--- src/sv/bsfr_pkg.sv ---
// bsfr_pkg: shared sizes, register codes and inter-module structs for the
// byte stream find/replace block. No dependencies.
package bsfr_pkg;

  localparam int PATTERN_MAX = 8;
  localparam int REPLACE_MAX = 8;
  localparam int OFFSET_BITS = 32;

  // most results one input byte can cause
  localparam int DESC_BYTES  = 8;
  localparam int IDX_W       = $clog2(DESC_BYTES);
  localparam int LEN_W       = 4;
  localparam int CFG_IDX_W   = 8;
  localparam int CFG_DATA_W  = 64;
  localparam int FIFO_DEPTH  = 4;
  localparam int PTR_W       = $clog2(FIFO_DEPTH);

  typedef enum logic [CFG_IDX_W-1:0] {
    REG_PATTERN_BYTES      = 8'd0,
    REG_PATTERN_LENGTH     = 8'd1,
    REG_REPLACEMENT_BYTES  = 8'd2,
    REG_REPLACEMENT_LENGTH = 8'd3,
    REG_FIRST_ONLY         = 8'd4
  } cfg_reg_t;

  // live configuration, lengths already clamped
  typedef struct packed {
    logic [63:0]      pattern;
    logic [LEN_W-1:0] plen;
    logic [63:0]      replacement;
    logic [LEN_W-1:0] rlen;
    logic             first_only;
  } cfg_t;

  // one queued job for the back end: emit bytes[0..count-1]
  typedef struct packed {
    logic [DESC_BYTES-1:0][7:0] bytes;
    logic [LEN_W-1:0]           count;
    logic                       byte_valid;
    logic                       match;
    logic [31:0]                offset;
  } desc_t;

endpackage

--- src/sv/bsfr_if.sv ---
// bsfr_if: valid/ready channel interfaces for the find/replace block
// (byte input, result output, config write). Depends on bsfr_pkg.
interface bsfr_in_if;
  import bsfr_pkg::*;
  logic       valid;
  logic       ready;
  logic [7:0] data_byte;
  logic       stream_end;
  modport source (output valid, data_byte, stream_end, input ready);
  modport sink   (input valid, data_byte, stream_end, output ready);
endinterface

interface bsfr_out_if;
  import bsfr_pkg::*;
  logic        valid;
  logic        ready;
  logic [7:0]  out_byte;
  logic        byte_valid;
  logic        match_found;
  logic [31:0] match_offset;
  logic        last_of_run;
  modport source (output valid, out_byte, byte_valid, match_found, match_offset,
                  last_of_run, input ready);
  modport sink   (input valid, out_byte, byte_valid, match_found, match_offset,
                  last_of_run, output ready);
endinterface

interface bsfr_cfg_if;
  import bsfr_pkg::*;
  logic                  valid;
  logic                  ready;
  logic [CFG_IDX_W-1:0]  index;
  logic [CFG_DATA_W-1:0] data;
  modport source (output valid, index, data, input ready);
  modport sink   (input valid, index, data, output ready);
endinterface

--- src/sv/byte_stream_find_replace.sv ---
// byte_stream_find_replace: top level of the streaming byte find/replace block.
// Depends on bsfr_pkg, bsfr_if, bsfr_cfg, bsfr_front, bsfr_fifo, bsfr_back.
//
// Streaming find and replace on a byte stream. One byte is taken per cycle
// on byte_in; the block finds leftmost, non-overlapping occurrences of a
// pattern of 1..8 bytes and swaps each for a replacement of 0..8 bytes.
// The front end holds the unresolved bytes in a window of flops and compares
// the whole window against the pattern in parallel in the cycle a byte is
// taken, so it sustains one input byte per cycle. Each byte that resolves
// something queues one job in a 4-entry queue; the back end unrolls a job
// into result items, one per cycle unless byte_out stalls, through an output
// register. A plain pass-through byte makes one result, so the steady rate is
// one byte in and one byte out per cycle. A replacement of R bytes or a stream
// end that flushes W window bytes makes R or W results, emitted by the back
// end one after another; the queue absorbs those bursts and byte_in.ready
// drops only when it fills. A match with an empty replacement still
// yields one result (byte_valid low) carrying match_found and the offset.
// Configuration writes are taken at any time (cfg.ready is tied high) but are
// meant to happen only while the block is idle; writing pattern_length drops
// the window contents and restarts the stream position at zero. Register
// indexes beyond the five defined are ignored. Reset: rst, synchronous.
module byte_stream_find_replace (
  input  logic       clk,
  input  logic       rst,
  bsfr_in_if.sink    byte_in,
  bsfr_out_if.source byte_out,
  bsfr_cfg_if.sink   cfg
);
  import bsfr_pkg::*;

  cfg_t  cfg_regs;
  logic  restart;
  logic  q_push;
  logic  q_full;
  logic  q_pop;
  logic  q_valid;
  desc_t q_wdata;
  desc_t q_rdata;

  // register file; restart pulses with a pattern length write
  bsfr_cfg u_cfg (
    .clk     (clk),
    .rst     (rst),
    .cfg_wr  (cfg),
    .cfg     (cfg_regs),
    .restart (restart)
  );

  // window, position counter, match classification
  bsfr_front u_front (
    .clk     (clk),
    .rst     (rst),
    .byte_in (byte_in),
    .cfg     (cfg_regs),
    .restart (restart),
    .q_full  (q_full),
    .q_push  (q_push),
    .q_desc  (q_wdata)
  );

  // decouples the two halves so each stalls on its own
  bsfr_fifo u_fifo (
    .clk   (clk),
    .rst   (rst),
    .push  (q_push),
    .wdata (q_wdata),
    .full  (q_full),
    .pop   (q_pop),
    .rdata (q_rdata),
    .valid (q_valid)
  );

  // one result transfer per cycle from the current job, unless byte_out stalls
  bsfr_back u_back (
    .clk      (clk),
    .rst      (rst),
    .q_valid  (q_valid),
    .q_desc   (q_rdata),
    .q_pop    (q_pop),
    .byte_out (byte_out)
  );

endmodule

--- src/sv/bsfr_cfg.sv ---
// bsfr_cfg: configuration register file with length clamping.
// Depends on bsfr_pkg, bsfr_cfg_if.
module bsfr_cfg (
  input  logic            clk,
  input  logic            rst,
  bsfr_cfg_if.sink        cfg_wr,
  output bsfr_pkg::cfg_t  cfg,
  output logic            restart
);
  import bsfr_pkg::*;

  logic [63:0]      pattern;
  logic [LEN_W-1:0] plen_raw;
  logic [63:0]      replacement;
  logic [LEN_W-1:0] rlen_raw;
  logic             first_only;

  assign cfg_wr.ready = 1'b1;
  // pattern length write restarts the stream in the same edge
  assign restart = cfg_wr.valid && (cfg_wr.index == REG_PATTERN_LENGTH);

  always_ff @(posedge clk) begin
    if (rst) begin
      pattern     <= '0;
      plen_raw    <= LEN_W'(1);
      replacement <= '0;
      rlen_raw    <= '0;
      first_only  <= 1'b0;
    end else if (cfg_wr.valid) begin
      unique case (cfg_wr.index)
        REG_PATTERN_BYTES:      pattern     <= cfg_wr.data[63:0];
        REG_PATTERN_LENGTH:     plen_raw    <= cfg_wr.data[LEN_W-1:0];
        REG_REPLACEMENT_BYTES:  replacement <= cfg_wr.data[63:0];
        REG_REPLACEMENT_LENGTH: rlen_raw    <= cfg_wr.data[LEN_W-1:0];
        REG_FIRST_ONLY:         first_only  <= cfg_wr.data[0];
        default: ;
      endcase
    end
  end

  always_comb begin
    cfg.pattern     = pattern;
    cfg.replacement = replacement;
    cfg.first_only  = first_only;
    if (plen_raw == '0)
      cfg.plen = LEN_W'(1);
    else if (plen_raw > LEN_W'(PATTERN_MAX))
      cfg.plen = LEN_W'(PATTERN_MAX);
    else
      cfg.plen = plen_raw;
    cfg.rlen = (rlen_raw > LEN_W'(REPLACE_MAX)) ? LEN_W'(REPLACE_MAX) : rlen_raw;
  end

endmodule

--- src/sv/bsfr_front.sv ---
// bsfr_front: accepts bytes, keeps the match window and stream position,
// classifies each byte and queues a result job. Depends on bsfr_pkg, bsfr_in_if.
module bsfr_front (
  input  logic            clk,
  input  logic            rst,
  bsfr_in_if.sink         byte_in,
  input  bsfr_pkg::cfg_t  cfg,
  input  logic            restart,
  input  logic            q_full,
  output logic            q_push,
  output bsfr_pkg::desc_t q_desc
);
  import bsfr_pkg::*;

  logic [7:0]             win       [PATTERN_MAX];
  logic [7:0]             win_ins   [PATTERN_MAX];
  logic [7:0]             win_shift [PATTERN_MAX];
  logic [LEN_W-1:0]       fill;
  logic [LEN_W-1:0]       fill_ins;
  logic [OFFSET_BITS-1:0] pos;
  logic [OFFSET_BITS-1:0] start;
  logic                   first_replaced;
  logic                   accept;
  logic                   full;
  logic                   match_all;
  logic                   hit;

  assign byte_in.ready = !q_full;

  always_comb begin
    accept   = byte_in.valid && byte_in.ready;
    fill_ins = fill + LEN_W'(1);
    for (int i = 0; i < PATTERN_MAX; i++)
      win_ins[i] = (LEN_W'(i) == fill) ? byte_in.data_byte : win[i];
    for (int i = 0; i < PATTERN_MAX - 1; i++)
      win_shift[i] = win_ins[i+1];
    win_shift[PATTERN_MAX-1] = win_ins[PATTERN_MAX-1];

    full      = (fill_ins == cfg.plen);
    match_all = 1'b1;
    for (int i = 0; i < PATTERN_MAX; i++)
      if ((LEN_W'(i) < cfg.plen) && (win_ins[i] != cfg.pattern[8*i +: 8]))
        match_all = 1'b0;
    hit   = full && match_all && !(cfg.first_only && first_replaced);
    start = pos - OFFSET_BITS'(cfg.plen) + OFFSET_BITS'(1);

    // job: replacement on a hit, otherwise the oldest byte (or whole window at end)
    for (int i = 0; i < DESC_BYTES; i++) begin
      if (hit)
        q_desc.bytes[i] = cfg.replacement[8*i +: 8];
      else if (i < PATTERN_MAX)
        q_desc.bytes[i] = win_ins[i];
      else
        q_desc.bytes[i] = 8'h00;
    end
    if (hit)
      q_desc.count = (cfg.rlen == '0) ? LEN_W'(1) : cfg.rlen;
    else
      q_desc.count = byte_in.stream_end ? fill_ins : LEN_W'(1);
    q_desc.byte_valid = !(hit && (cfg.rlen == '0));
    q_desc.match      = hit;
    q_desc.offset     = hit ? 32'(start) : 32'd0;
    q_push            = accept && (full || byte_in.stream_end);
  end

  always_ff @(posedge clk) begin
    if (rst) begin
      fill           <= '0;
      pos            <= '0;
      first_replaced <= 1'b0;
    end else if (restart) begin
      fill           <= '0;
      pos            <= '0;
      first_replaced <= 1'b0;
    end else if (accept) begin
      pos            <= byte_in.stream_end ? '0 : pos + OFFSET_BITS'(1);
      first_replaced <= byte_in.stream_end ? 1'b0 : (first_replaced || hit);
      if (byte_in.stream_end || hit)
        fill <= '0;
      else if (!full)
        fill <= fill_ins;
    end
  end

  // window contents; only entries below fill are ever read
  always_ff @(posedge clk) begin
    if (accept) begin
      for (int i = 0; i < PATTERN_MAX; i++)
        win[i] <= full ? win_shift[i] : win_ins[i];
    end
  end

  a_fill_below_plen: assert property (@(posedge clk) disable iff (rst)
    fill < cfg.plen)
    else $error("window fill reached pattern length");

endmodule

--- src/sv/bsfr_fifo.sv ---
// bsfr_fifo: short job queue between front and back end.
// Depends on bsfr_pkg.
module bsfr_fifo (
  input  logic            clk,
  input  logic            rst,
  input  logic            push,
  input  bsfr_pkg::desc_t wdata,
  output logic            full,
  input  logic            pop,
  output bsfr_pkg::desc_t rdata,
  output logic            valid
);
  import bsfr_pkg::*;

  desc_t          mem [FIFO_DEPTH];
  logic [PTR_W-1:0] wr_ptr;
  logic [PTR_W-1:0] rd_ptr;
  logic [PTR_W:0]   count;

  assign full  = (count == (PTR_W+1)'(FIFO_DEPTH));
  assign valid = (count != '0);
  assign rdata = mem[rd_ptr];

  always_ff @(posedge clk) begin
    if (rst) begin
      wr_ptr <= '0;
      rd_ptr <= '0;
      count  <= '0;
    end else begin
      if (push)
        wr_ptr <= wr_ptr + PTR_W'(1);
      if (pop)
        rd_ptr <= rd_ptr + PTR_W'(1);
      if (push && !pop)
        count <= count + (PTR_W+1)'(1);
      else if (pop && !push)
        count <= count - (PTR_W+1)'(1);
    end
  end

  always_ff @(posedge clk) begin
    if (push)
      mem[wr_ptr] <= wdata;
  end

  a_no_push_full: assert property (@(posedge clk) disable iff (rst)
    full |-> !push)
    else $error("job queue overrun");

endmodule

--- src/sv/bsfr_back.sv ---
// bsfr_back: expands queued jobs into result items, one per cycle unless the
// output stalls, into an output register. Depends on bsfr_pkg, bsfr_out_if.
module bsfr_back (
  input  logic            clk,
  input  logic            rst,
  input  logic            q_valid,
  input  bsfr_pkg::desc_t q_desc,
  output logic            q_pop,
  bsfr_out_if.source      byte_out
);
  import bsfr_pkg::*;

  desc_t            cur;
  logic             cur_valid;
  logic [IDX_W-1:0] idx;
  logic             ovalid;
  logic [7:0]       o_byte;
  logic             o_bval;
  logic             o_match;
  logic [31:0]      o_offset;
  logic             o_last;
  logic             load_out;
  logic             step;
  logic             last;
  logic             cur_done;

  assign byte_out.valid        = ovalid;
  assign byte_out.out_byte     = o_byte;
  assign byte_out.byte_valid   = o_bval;
  assign byte_out.match_found  = o_match;
  assign byte_out.match_offset = o_offset;
  assign byte_out.last_of_run  = o_last;

  always_comb begin
    load_out = !ovalid || byte_out.ready;
    step     = load_out && cur_valid;
    last     = ((LEN_W'(idx) + LEN_W'(1)) == cur.count);
    cur_done = step && last;
    q_pop    = q_valid && (!cur_valid || cur_done);
  end

  always_ff @(posedge clk) begin
    if (rst) begin
      cur_valid <= 1'b0;
      idx       <= '0;
      ovalid    <= 1'b0;
    end else begin
      if (load_out)
        ovalid <= cur_valid;
      if (q_pop) begin
        cur_valid <= 1'b1;
        idx       <= '0;
      end else if (cur_done) begin
        cur_valid <= 1'b0;
      end else if (step) begin
        idx <= idx + IDX_W'(1);
      end
    end
  end

  always_ff @(posedge clk) begin
    if (q_pop)
      cur <= q_desc;
    if (step) begin
      o_byte   <= cur.byte_valid ? cur.bytes[idx] : 8'h00;
      o_bval   <= cur.byte_valid;
      o_match  <= cur.match && (idx == '0);
      o_offset <= (cur.match && (idx == '0)) ? cur.offset : 32'd0;
      o_last   <= last;
    end
  end

  a_idx_in_job: assert property (@(posedge clk) disable iff (rst)
    cur_valid |-> (LEN_W'(idx) < cur.count))
    else $error("result index past job length");

  a_done_marks_last: assert property (@(posedge clk) disable iff (rst)
    cur_done |=> (byte_out.valid && byte_out.last_of_run))
    else $error("finished job did not present last result");

endmodule
--- src/flat_wrapper.sv ---
// flat-port wrapper written by rule: the top's interface ports become plain ports
module byte_stream_find_replace_flat import bsfr_pkg::*;
  (clk, rst, byte_in_valid, byte_in_data_byte, byte_in_stream_end, byte_in_ready, byte_out_valid, byte_out_out_byte, byte_out_byte_valid, byte_out_match_found, byte_out_match_offset, byte_out_last_of_run, byte_out_ready, cfg_valid, cfg_index, cfg_data, cfg_ready);
  bsfr_in_if byte_in_i ();
  bsfr_out_if byte_out_i ();
  bsfr_cfg_if cfg_i ();
  input  logic clk;
  input  logic rst;
  input wire logic [$bits(byte_in_i.valid)-1:0] byte_in_valid;
  input wire logic [$bits(byte_in_i.data_byte)-1:0] byte_in_data_byte;
  input wire logic [$bits(byte_in_i.stream_end)-1:0] byte_in_stream_end;
  output wire logic [$bits(byte_in_i.ready)-1:0] byte_in_ready;
  output wire logic [$bits(byte_out_i.valid)-1:0] byte_out_valid;
  output wire logic [$bits(byte_out_i.out_byte)-1:0] byte_out_out_byte;
  output wire logic [$bits(byte_out_i.byte_valid)-1:0] byte_out_byte_valid;
  output wire logic [$bits(byte_out_i.match_found)-1:0] byte_out_match_found;
  output wire logic [$bits(byte_out_i.match_offset)-1:0] byte_out_match_offset;
  output wire logic [$bits(byte_out_i.last_of_run)-1:0] byte_out_last_of_run;
  input wire logic [$bits(byte_out_i.ready)-1:0] byte_out_ready;
  input wire logic [$bits(cfg_i.valid)-1:0] cfg_valid;
  input wire logic [$bits(cfg_i.index)-1:0] cfg_index;
  input wire logic [$bits(cfg_i.data)-1:0] cfg_data;
  output wire logic [$bits(cfg_i.ready)-1:0] cfg_ready;
  assign byte_in_i.valid = byte_in_valid;
  assign byte_in_i.data_byte = byte_in_data_byte;
  assign byte_in_i.stream_end = byte_in_stream_end;
  assign byte_in_ready = byte_in_i.ready;
  assign byte_out_valid = byte_out_i.valid;
  assign byte_out_out_byte = byte_out_i.out_byte;
  assign byte_out_byte_valid = byte_out_i.byte_valid;
  assign byte_out_match_found = byte_out_i.match_found;
  assign byte_out_match_offset = byte_out_i.match_offset;
  assign byte_out_last_of_run = byte_out_i.last_of_run;
  assign byte_out_i.ready = byte_out_ready;
  assign cfg_i.valid = cfg_valid;
  assign cfg_i.index = cfg_index;
  assign cfg_i.data = cfg_data;
  assign cfg_ready = cfg_i.ready;
  byte_stream_find_replace u_core (.clk(clk), .rst(rst), .byte_in(byte_in_i), .byte_out(byte_out_i), .cfg(cfg_i));
endmodule
--- config.mk ---
export PLATFORM = sky130hd
export DESIGN_NAME = byte_stream_find_replace_flat
export DESIGN_NICKNAME = d
export VERILOG_FILES = /design/src/sv/bsfr_pkg.sv /design/src/sv/bsfr_if.sv /design/src/sv/byte_stream_find_replace.sv /design/src/sv/bsfr_cfg.sv /design/src/sv/bsfr_front.sv /design/src/sv/bsfr_fifo.sv /design/src/sv/bsfr_back.sv /design/src/flat_wrapper.sv
export SDC_FILE = /design/constraint.sdc
export NUM_CORES = 1
export LEC_CHECK = 0
export BUFFER_PORTS_ARGS = -buffer_cell sky130_fd_sc_hd__buf_2
export CORE_AREA = 10 10 211 362
export CTS_BUF_LIST = sky130_fd_sc_hd__clkbuf_4
export DETAILED_ROUTE_END_ITERATION = 16
export DIE_AREA = 0 0 221 372
export MAX_ROUTING_LAYER = met4
export PLACE_DENSITY = 0.71
export SLEW_MARGIN = 20
export SYNTH_ARGS = -nofsm -noshare
export SYNTH_HDL_FRONTEND = slang
export SYNTH_SLANG_ARGS = --single-unit
--- constraint.sdc ---
create_clock -name clk -period 23.3 [get_ports clk]
set_input_delay 4.66 -clock clk [delete_from_list [all_inputs] [get_ports clk]]
set_output_delay 4.66 -clock clk [all_outputs]
set_load 0.02 [all_outputs]
* After elaboration in Yosys (flattened, before gate mapping) *
Memory sizes are Yosys's and may differ from the RTL's. A register that Yosys moved wholly into a read port is not among the register bits.
Cells that the tools add are included.

cells by class
  add/sub/neg operators = 10
  muxes and demuxes = 52
  reductions and logical operators = 50
  eq/ne operators = 23
  bitwise gates (word level) = 1
  shift operators = 0
  multiply operators = 0
  magnitude comparators = 11
  divide/modulo/power cells = 0

operator list
  kind                                                  number
  two-way mux 8 bit                                     24
  adder 32 x 1 -> 32 bit, second input constant         2
  two-way mux 32 bit                                    2
  inequality test 8 bit                                 8
  two-way mux 4 bit                                     8
  subtractor 32 x 4 -> 32 bit                           1
  binary-select mux 8 bit (select 3 bit)                1
  logical AND 1 bit                                     21
  equality test 3 x 4 -> 1 bit, first input constant    4
  equality test 8 x 2 -> 1 bit, second input constant   2
  < comparator 3 x 4 -> 1 bit, first input constant     4
  two-way mux 1 bit                                     15
  AND reduction 2 bit                                   7
  logical NOT 4 bit                                     3
  equality test 2 x 4 -> 1 bit, first input constant    2
  equality test 4 bit                                   2
  equality test 8 x 1 -> 1 bit, second input constant   1
  equality test 8 x 3 -> 1 bit, second input constant   1
  greater-than comparator 4 bit, second input constant  2
  logical NOT 8 bit                                     1
  < comparator 1 x 4 -> 1 bit, first input constant     2
  < comparator 2 x 4 -> 1 bit, first input constant     2
  logical NOT 1 bit                                     7
  adder 3 x 1 -> 3 bit, second input constant           2
  15 further kinds                                      23

storage, ports and cells
  latch bits = 0
  ROM bits = 0
  memories kept = 2
  memory bits (writable) = 472
  flip-flop bits (word level) = 229
  input port bits = 86

memory list
  name                words  bits a word  read ports  clocked after Yosys merged registers in  write ports  RTL line          text
  u_core.u_fifo.mem   4      102          1           1                                        1            bsfr_fifo.sv:15   desc_t mem [FIFO_DEPTH];
  u_core.u_front.win  8      8            8           0                                        8            bsfr_front.sv:15  logic [7:0] win [PATTERN_MAX];

* Longest topological paths before layout *
Gate-level depths: netlist of run 1.

  word-level depth = 18
  gate-level depth with buffers = 17
  gate-level depth less buffers = 16

* Hierarchy *
From an unflattened synthesis of run 1, not the netlist that was laid out.

second synthesis, totals
  cell total of the unflattened synthesis = 2722
  area, all modules = 36392.4 µm²

by module, submodules not included
  module      area each (µm²)  cells each  instances
  bsfr_fifo   15142.0          576         1
  bsfr_front  9749.4           1221        1
  bsfr_cfg    6012.0           662         1
  bsfr_back   5489.0           263         1

* Worst setup path after synthesis of run 1 *
OpenSTA, ideal clock, no wires.

  path kind = input-to-reg
  start point = input byte_out_ready
  end point = register u_core.u_fifo.count[2]
  slack = 11806 ps
  arrival = 11424 ps
  library setup time = 70 ps
  stages = 10
  path through = nand2b_1 nand2_1 a21oi_1 inv_1 ha_1 inv_1 fa_1 xor2_1 or3_1 a21oi_1

on the way
  longest elaborated chain between the ends = 8
  elaborated cells on any way between the ends = 10
  those cells by class = mux (1); reduce/logical (9)

RTL lines
  what                                                     RTL line                        text
  from (decl)                                              flat_wrapper.sv:19              input wire logic [$bits(byte_out_i.ready)-1:0] byte_out_ready;
  logical OR 1 bit (*)                                     bsfr_back.sv:35                 load_out = !ovalid || byte_out.ready;
  logical AND 1 bit (*)                                    bsfr_back.sv:36                 step = load_out && cur_valid;
  logical AND 1 bit (*)                                    bsfr_back.sv:38                 cur_done = step && last;
  logical OR 1 bit (*)                                     bsfr_back.sv:39                 q_pop = q_valid && (!cur_valid || cur_done);
  logical AND 1 bit (*)                                    bsfr_back.sv:39
  via u_core.q_pop                                         byte_stream_find_replace.sv:35  logic q_pop;
  logical NOT 1 bit                                        bsfr_fifo.sv:34                 if (push && !pop)
  logical AND 1 bit                                        bsfr_fifo.sv:34
  two-way mux 3 bit or nonzero test 2 bit (tied branches)  --
  to (signal assigned)                                     bsfr_fifo.sv:35                 count <= count + (PTR_W+1)'(1);
  to (signal assigned)                                     bsfr_fifo.sv:37                 count <= count - (PTR_W+1)'(1);
  to (decl)                                                bsfr_fifo.sv:18                 logic [PTR_W:0] count;

Mark *: on every way through the listed nets, which the timed path passes. The rest lies on a longest branch.
A chain may end at the register's enable or synchronous reset.

==> reports/qor.yml, run 1 <==
nFillCells: 5999
cap_violations: 0
synth_common_cells: "edfxtp_1 (617), nand2_1 (382), a21oi_1 (233)"
fp.coreArea_sq_um: 70370
rr_startpoint: "u_core.u_front.fill[0]$_SDFFE_PP0P_"
yosysTopAreaCellShare_pct: 53.41
cp_max_fo: 59
cts_buffers: 176
power-per-cell-area_nw_per_um2: 96.94
clockRootBuffer: "clkbuf_4"
worstSetupStartpoint: "byte_in_data_byte[6]"
grt_usage_pct: 22.39
io_pins: 132
detail_route.wl_per_cell_microns: 23.15
cts_max_path_buffers: 3
fmax_mhz: 120.6
drc: 0
use_met2_pct: 38.97
setup_violations: 0
viasPerCell: 5.753
clock-sinks: 803
die_h_microns: 372
finalCriticalPeriod_ns: 8.290
leakage_nw: 13.65
worst_pin_slew_ns: 1.103
synth_seq_cells: 803
fin_nets: 2971
rows: 129
wirelength_microns: 89950
cts_resized: 0
rrSetupSlack_ns: 17.71
synth_cells: 2620
die_w_microns: 221
critical_path_class: "primary input to register"
relSlewSlack_pct: 26.43
synthesis.area_sq_um: 34690
avgSynthCellArea_sq_um: 13.24
finalHoldViolCount: 0
holdPathEnd: "u_core.u_cfg.replacement[55]$_SDFFE_PP0P_"
die_area_sq_um: 82210
rr_worst_depth: 11
synth_flop_cell: "edfxtp_1"
hold_class: "register to register"
rsz0062_at_grt: "no"
r2r_end: "u_core.u_fifo.mem[2][33]$_DFFE_PP_"
grt_pass1_vias: 23500
grt_max_degree: 91
grt_pass1_wl_microns: 137600
required_ns: 24.01
slowest_delay_ns: 0.75
area_growth_pct: 11.46
final_antenna_net_count: 0
cp.depth: 11
synth_edf_count: 617
synth_area_leaders: "edfxtp_1 (53%), dfxtp_1 (11%), mux4_2 (7.7%)"
ys_async_sr_fraction_pct: 0
fin_crit_sh_pct: 35.58
place_hpwl_microns: 59790
placed_area_sq_um: 36170
drt_iter0_markers: 1802
synth_most_common_cell: "edfxtp_1"
final_design_area_no_fill_sq_um: 38660
h-tree-depth: 4
path_clk_slew_ns: 0.07
ys_warn_count: 0
multi_input_area_sq_um: 11610
gp_congestion: 0.9305
min_path_cells: 2
drive_gt1_share_pct: 20.20
overflow: 0
clk-insertion-delay-late_ns: 1.01
status: "completed"
grt_busiest_layer: "met2"
cp_top_family: "simple AND/OR/NAND/NOR gates"
path_buf_inv: 2
ir_worst_vdd_mv: 0.07074
synthesis.nets: 2780
grt_use_met3_pct: 3.900
hold_start: "u_core.u_cfg.replacement[55]$_SDFFE_PP0P_"
finalClockSkew_ns: 0.05678
yosysTopAreaCell: "edfxtp_1"
worstSetupStartpointType: "primary input"
crit_path_top_delay_cell: "or3_4"
initial_core_util_pct: 49.29
yosysUniqueCellTypes: 67
io_buffers: 130
maxSlewViolCount: 0
cts_tree: "yes"
cp-end-kind: "register"
cts_hold_buf: 0
cp_cell_sequence: "buf_2 > nor4bb_1 > a211oi_1 > a2111oi_0 > o2111ai_1 > o21a_1 > nor4_1 > a21oi_4 > or3_4 > buf_4 > or4b_1"
fin_setup_tns_ns: 0
seq_area_frac_synth_pct: 64.15
seq_area_sq_um: 22260
post-cts-setup-buffers: 0
grtUsageMet1_pct: 23.62
worstPathArrival_ns: 9.00
num_vias: 22360
antenna_found_initial: 5
dr.pass1.iters: 6
## worst min-delay path: cells and delay by family, from the launching register on
kind	cells	cell delay, ns
simple gates	1	0.05
compound gates	1	0.05
flops	1	0.31
## logic make-up (layout without fill, tap and decap cells)
group	after synthesis	count (layout)	share of synthesized area, %
XOR/XNOR	104	104	2.626
buffers and inverters	231	576	2.604
other	1	5	0.01081
flip-flops	803	803	64.15
adder cells (fa/ha/maj)	74	74	2.713
AO/OA/AOI/OAI	401	401	6.836
multiplexers	218	218	10.61
AND/OR/NAND/NOR	788	788	10.45
## layout make-up
type / instances / share of cell area [%]
tap: 917 / 2.968
multi-input combinational: 1586 / 30.04
clock buffer: 261 / 5.068
antenna: 4 / 0.02589
inverter: 87 / 0.8446
clock inverter: 71 / 1.100
timing repair buffer: 157 / 2.379
sequential: 803 / 57.57
## cell usage in the layout (no fill, tap or decap), types with 9 or more instances in the layout
cell / synthesis / final
a21oi_1: 233 / 231
ha_1: 72 / 72
and3_1: 11 / 11
nor2b_1: 28 / 28
nor4_1: 67 / 67
nand2_1: 382 / 381
nor2_1: 143 / 141
inv_1: 86 / 85
clkbuf_4: 0 / 261
nand4_1: 9 / 9
xor2_1: 28 / 28
xnor2_1: 76 / 76
clkinv_2: 0 / 12
a22oi_1: 40 / 40
buf_4: 2 / 24
dfxtp_1: 186 / 183
buf_2: 11 / 129
nand2b_1: 33 / 33
mux2_1: 9 / 9
and2_1: 45 / 38
nand3_1: 17 / 17
o22ai_1: 25 / 25
nor3_1: 21 / 21
edfxtp_1: 617 / 617
o21ai_0: 18 / 18
mux4_2: 118 / 118
clkinv_1: 0 / 47
a31oi_1: 13 / 13
mux2i_1: 83 / 83
## through the flow
step,instances,hold WS (ns),power [mW],utilization [%],setup WS (ns)
2_1_floorplan,2620,0.4209,2.432,-,11.81
3_3_place_gp,3547,0.4419,2.654,51.40,14.07
3_5_place_dp,3547,0.4483,2.680,51.40,14.01
4_1_cts,3879,0.4578,3.797,54.79,15.14
5_1_grt,3886,0.4729,3.923,54.94,14.92
6_report,3886,0.4547,3.748,54.94,15.01
## how the worst max path moves through the flow
stage / slack, ns / end
5_1_grt: 14.92 / u_core.u_fifo.mem[3][33]$_DFFE_PP_
3_5_place_dp: 14.01 / u_core.u_fifo.mem[1][33]$_DFFE_PP_
3_3_place_gp: 14.07 / u_core.u_fifo.mem[0][33]$_DFFE_PP_
6_report: 15.01 / u_core.u_fifo.mem[2][33]$_DFFE_PP_
4_1_cts: 15.14 / u_core.u_fifo.mem[3][33]$_DFFE_PP_
2_1_floorplan: 11.81 / u_core.u_fifo.count[2]$_SDFFE_PP0P_
## sequential cells by signal (all words and copies together), names as in the netlist, 2 cells and up
| name | count |
|---|---|
| u_core.u_back.byte_out.match_offset | 32 |
| u_core.u_back.byte_out.out_byte | 8 |
| u_core.u_back.cur | 102 |
| u_core.u_back.idx | 3 |
| u_core.u_cfg.pattern | 64 |
| u_core.u_cfg.plen_raw | 4 |
| u_core.u_cfg.replacement | 64 |
| u_core.u_cfg.rlen_raw | 4 |
| u_core.u_fifo.count | 3 |
| u_core.u_fifo.mem | 408 |
| u_core.u_fifo.rd_ptr | 2 |
| u_core.u_fifo.wr_ptr | 2 |
| u_core.u_front.fill | 4 |
| u_core.u_front.pos | 32 |
| u_core.u_front.win | 64 |
## power breakdown
part | leakage [nW] | internal [mW] | switching [mW]
registers | 7.31 | 1.86 | 0.108
logic | 4.92 | 0.263 | 0.400
clock network | 1.41 | 0.574 | 0.540
## per-layer routing
| metal | vias to the layer above | wire, microns |
|---|---|---|
| li1 | 10210 | - |
| met1 | 11010 | 32560 |
| met2 | 898 | 47300 |
| met3 | 248 | 5136 |
| met4 | 0 | 4961 |
| met5 | - | 0 |
Power figures use the tool's default switching activity.
==> run 2: changes to the inputs <==
==> constraint.sdc (replaced) <==
create_clock -name clk -period 8.01 [get_ports clk]
set_input_delay 1.602 -clock clk [delete_from_list [all_inputs] [get_ports clk]]
set_output_delay 1.602 -clock clk [all_outputs]
set_load 0.02 [all_outputs]
==> reports/qor.yml, run 2 (same netlist as run 1, synthesis figures left out) <==
place_hpwl_microns: 60920
grt_max_degree: 82
finalClockSkew_ns: 0.07743
ir_worst_vdd_mv: 0.2362
io_buffers: 130
relSlewSlack_pct: 29.31
cp_max_fo: 74
grt_use_met3_pct: 3.805
fin_nets: 2968
dr.pass1.iters: 6
use_met2_pct: 38.71
finalCriticalPeriod_ns: 5.286
rows: 129
cts_buffers: 174
final_antenna_net_count: 0
reg_top3: "u_core.u_fifo.mem x408, u_core.u_back.cur x102"
clock-sinks: 803
required_ns: 8.72
critical_path_class: "register to register"
gp_congestion: 0.9638
wirelength_microns: 89140
post-cts-setup-buffers: 0
viasPerCell: 5.758
worstSetupStartpointType: "register"
status: "completed"
cts_tree: "yes"
setup_ws_ns: 2.724
die_w_microns: 221
worst_pin_slew_ns: 1.056
cap_violations: 0
cp_cell_sequence: "inv_1 > ha_1 > nand3b_1 > mux2i_1 > a2111oi_0 > o2111ai_1 > o41ai_1 > and4b_1 > a21oi_4 > or3_4 > buf_4 > mux2_1"
final_design_area_no_fill_sq_um: 38430
setup_violations: 0
leakage_nw: 13.51
min_path_cells: 2
h-tree-depth: 4
cts_max_path_buffers: 3
drive_gt1_share_pct: 19.93
grt_pass1_vias: 23200
slowest_delay_ns: 0.75
rsz0062_at_grt: "no"
cts_resized: 0
placed_cells: 3549
path_clk_slew_ns: 0.08
drc: 0
grt_busiest_layer: "met2"
fin_setup_tns_ns: 0
maxSlewViolCount: 0
clockRootBuffer: "clkbuf_4"
grt_usage_pct: 22.11
fp.coreArea_sq_um: 70370
io_pins: 132
largest_reg_flops: 408
die_h_microns: 372
worstPathArrival_ns: 6.00
hold_class: "register to register"
grt_pass1_wl_microns: 135900
crit_path_top_delay_cell: "or3_4"
layout_commonest_cell: "edfxtp_1"
placed_area_sq_um: 36190
grtUsageMet1_pct: 23.40
area_growth_pct: 10.79
die_area_sq_um: 82210
layout_common_cells: "edfxtp_1 (617), nand2_1 (381), clkbuf_4 (252), a21oi_1 (231), dfxtp_1 (183)"
cts_hold_buf: 0
regMostFlops: "u_core.u_fifo.mem"
initial_core_util_pct: 49.29
finalHoldViolCount: 0
drt_iter0_markers: 1882
detail_route.wl_per_cell_microns: 22.99
antenna_found_initial: 3
stdcell_count: 3877
dp_slack_ns: 2.024
rr_worst_depth: 12
overflow: 0
fmax_mhz: 189.2
clk-insertion-delay-late_ns: 1.01
num_vias: 22320
cp-end-kind: "register"
fin_crit_sh_pct: 65.99
utilization_pct: 54.61
power-per-cell-area_nw_per_um2: 278.5
==> run 2: cell count changes in the layout (fill, tap and decap cells not counted), moves of 2 or more <==
cell	change
buf_16	-3
buf_4	+3
bufinv_16	-5
clkbuf_4	-9
clkinv_2	-2
clkinvlp_4	+4
inv_2	-2
inv_6	+5
==> run 2: metal layers <==
metal / up-vias / wire [microns]
li1: 10190 / -
met5: - / 0
met1: 11030 / 32990
met3: 236 / 5034
met4: 0 / 4606
met2: 874 / 46510
==> run 2: worst paths after layout <==
check,start,end,slack (ns)
min,u_core.u_front.first_replaced$_SDFFE_PP0P_,u_core.u_front.first_replaced$_SDFFE_PP0P_,0.45
max,u_core.u_front.fill[0]$_SDFFE_PP0P_,u_core.u_fifo.mem[0][95]$_DFFE_PP_,2.72
min reg2reg,u_core.u_front.first_replaced$_SDFFE_PP0P_,u_core.u_front.first_replaced$_SDFFE_PP0P_,0.45
max reg2reg,u_core.u_front.fill[0]$_SDFFE_PP0P_,u_core.u_fifo.mem[0][95]$_DFFE_PP_,2.72
==> run 2: power breakdown <==
part | total [mW] | switching (mW) | internal, mW
Clock | 3.05 | 1.58 | 1.47
Sequential | 5.73 | 0.307 | 5.42
Combinational | 1.92 | 1.17 | 0.757
==> run 2: final cells by class <==
type                            instances  area, sq um
Tap cell                              917         1147
Timing Repair Buffer                  156        848.3
Clock inverter                         72        335.3
Fill cell                            6003        31940
Antenna cell                            4        10.01
Sequential cell                       803        22260
Multi-Input combinational cell       1586        11610
Clock buffer                          252         1892
Inverter                               87        326.6
==> run 2: worst max-delay path: cells and delay by family, from the launching register on <==
family,cells,cell delay (ns)
multiplexers,2,0.65
flip-flops,1,0.52
adder cells (fa/ha/maj),1,0.27
buffers and inverters,2,0.55
AO/OA/AOI/OAI,4,1.38
AND/OR/NAND/NOR,3,1.59
==> run 2: through the flow <==
step	hold WS [ns]	power (mW)
after global placement	0.4391	7.724
after floorplan	0.4209	7.046
final	0.4537	10.70
after CTS	0.4562	10.85
after detailed placement	0.4462	7.806
after global routing	0.4783	11.21
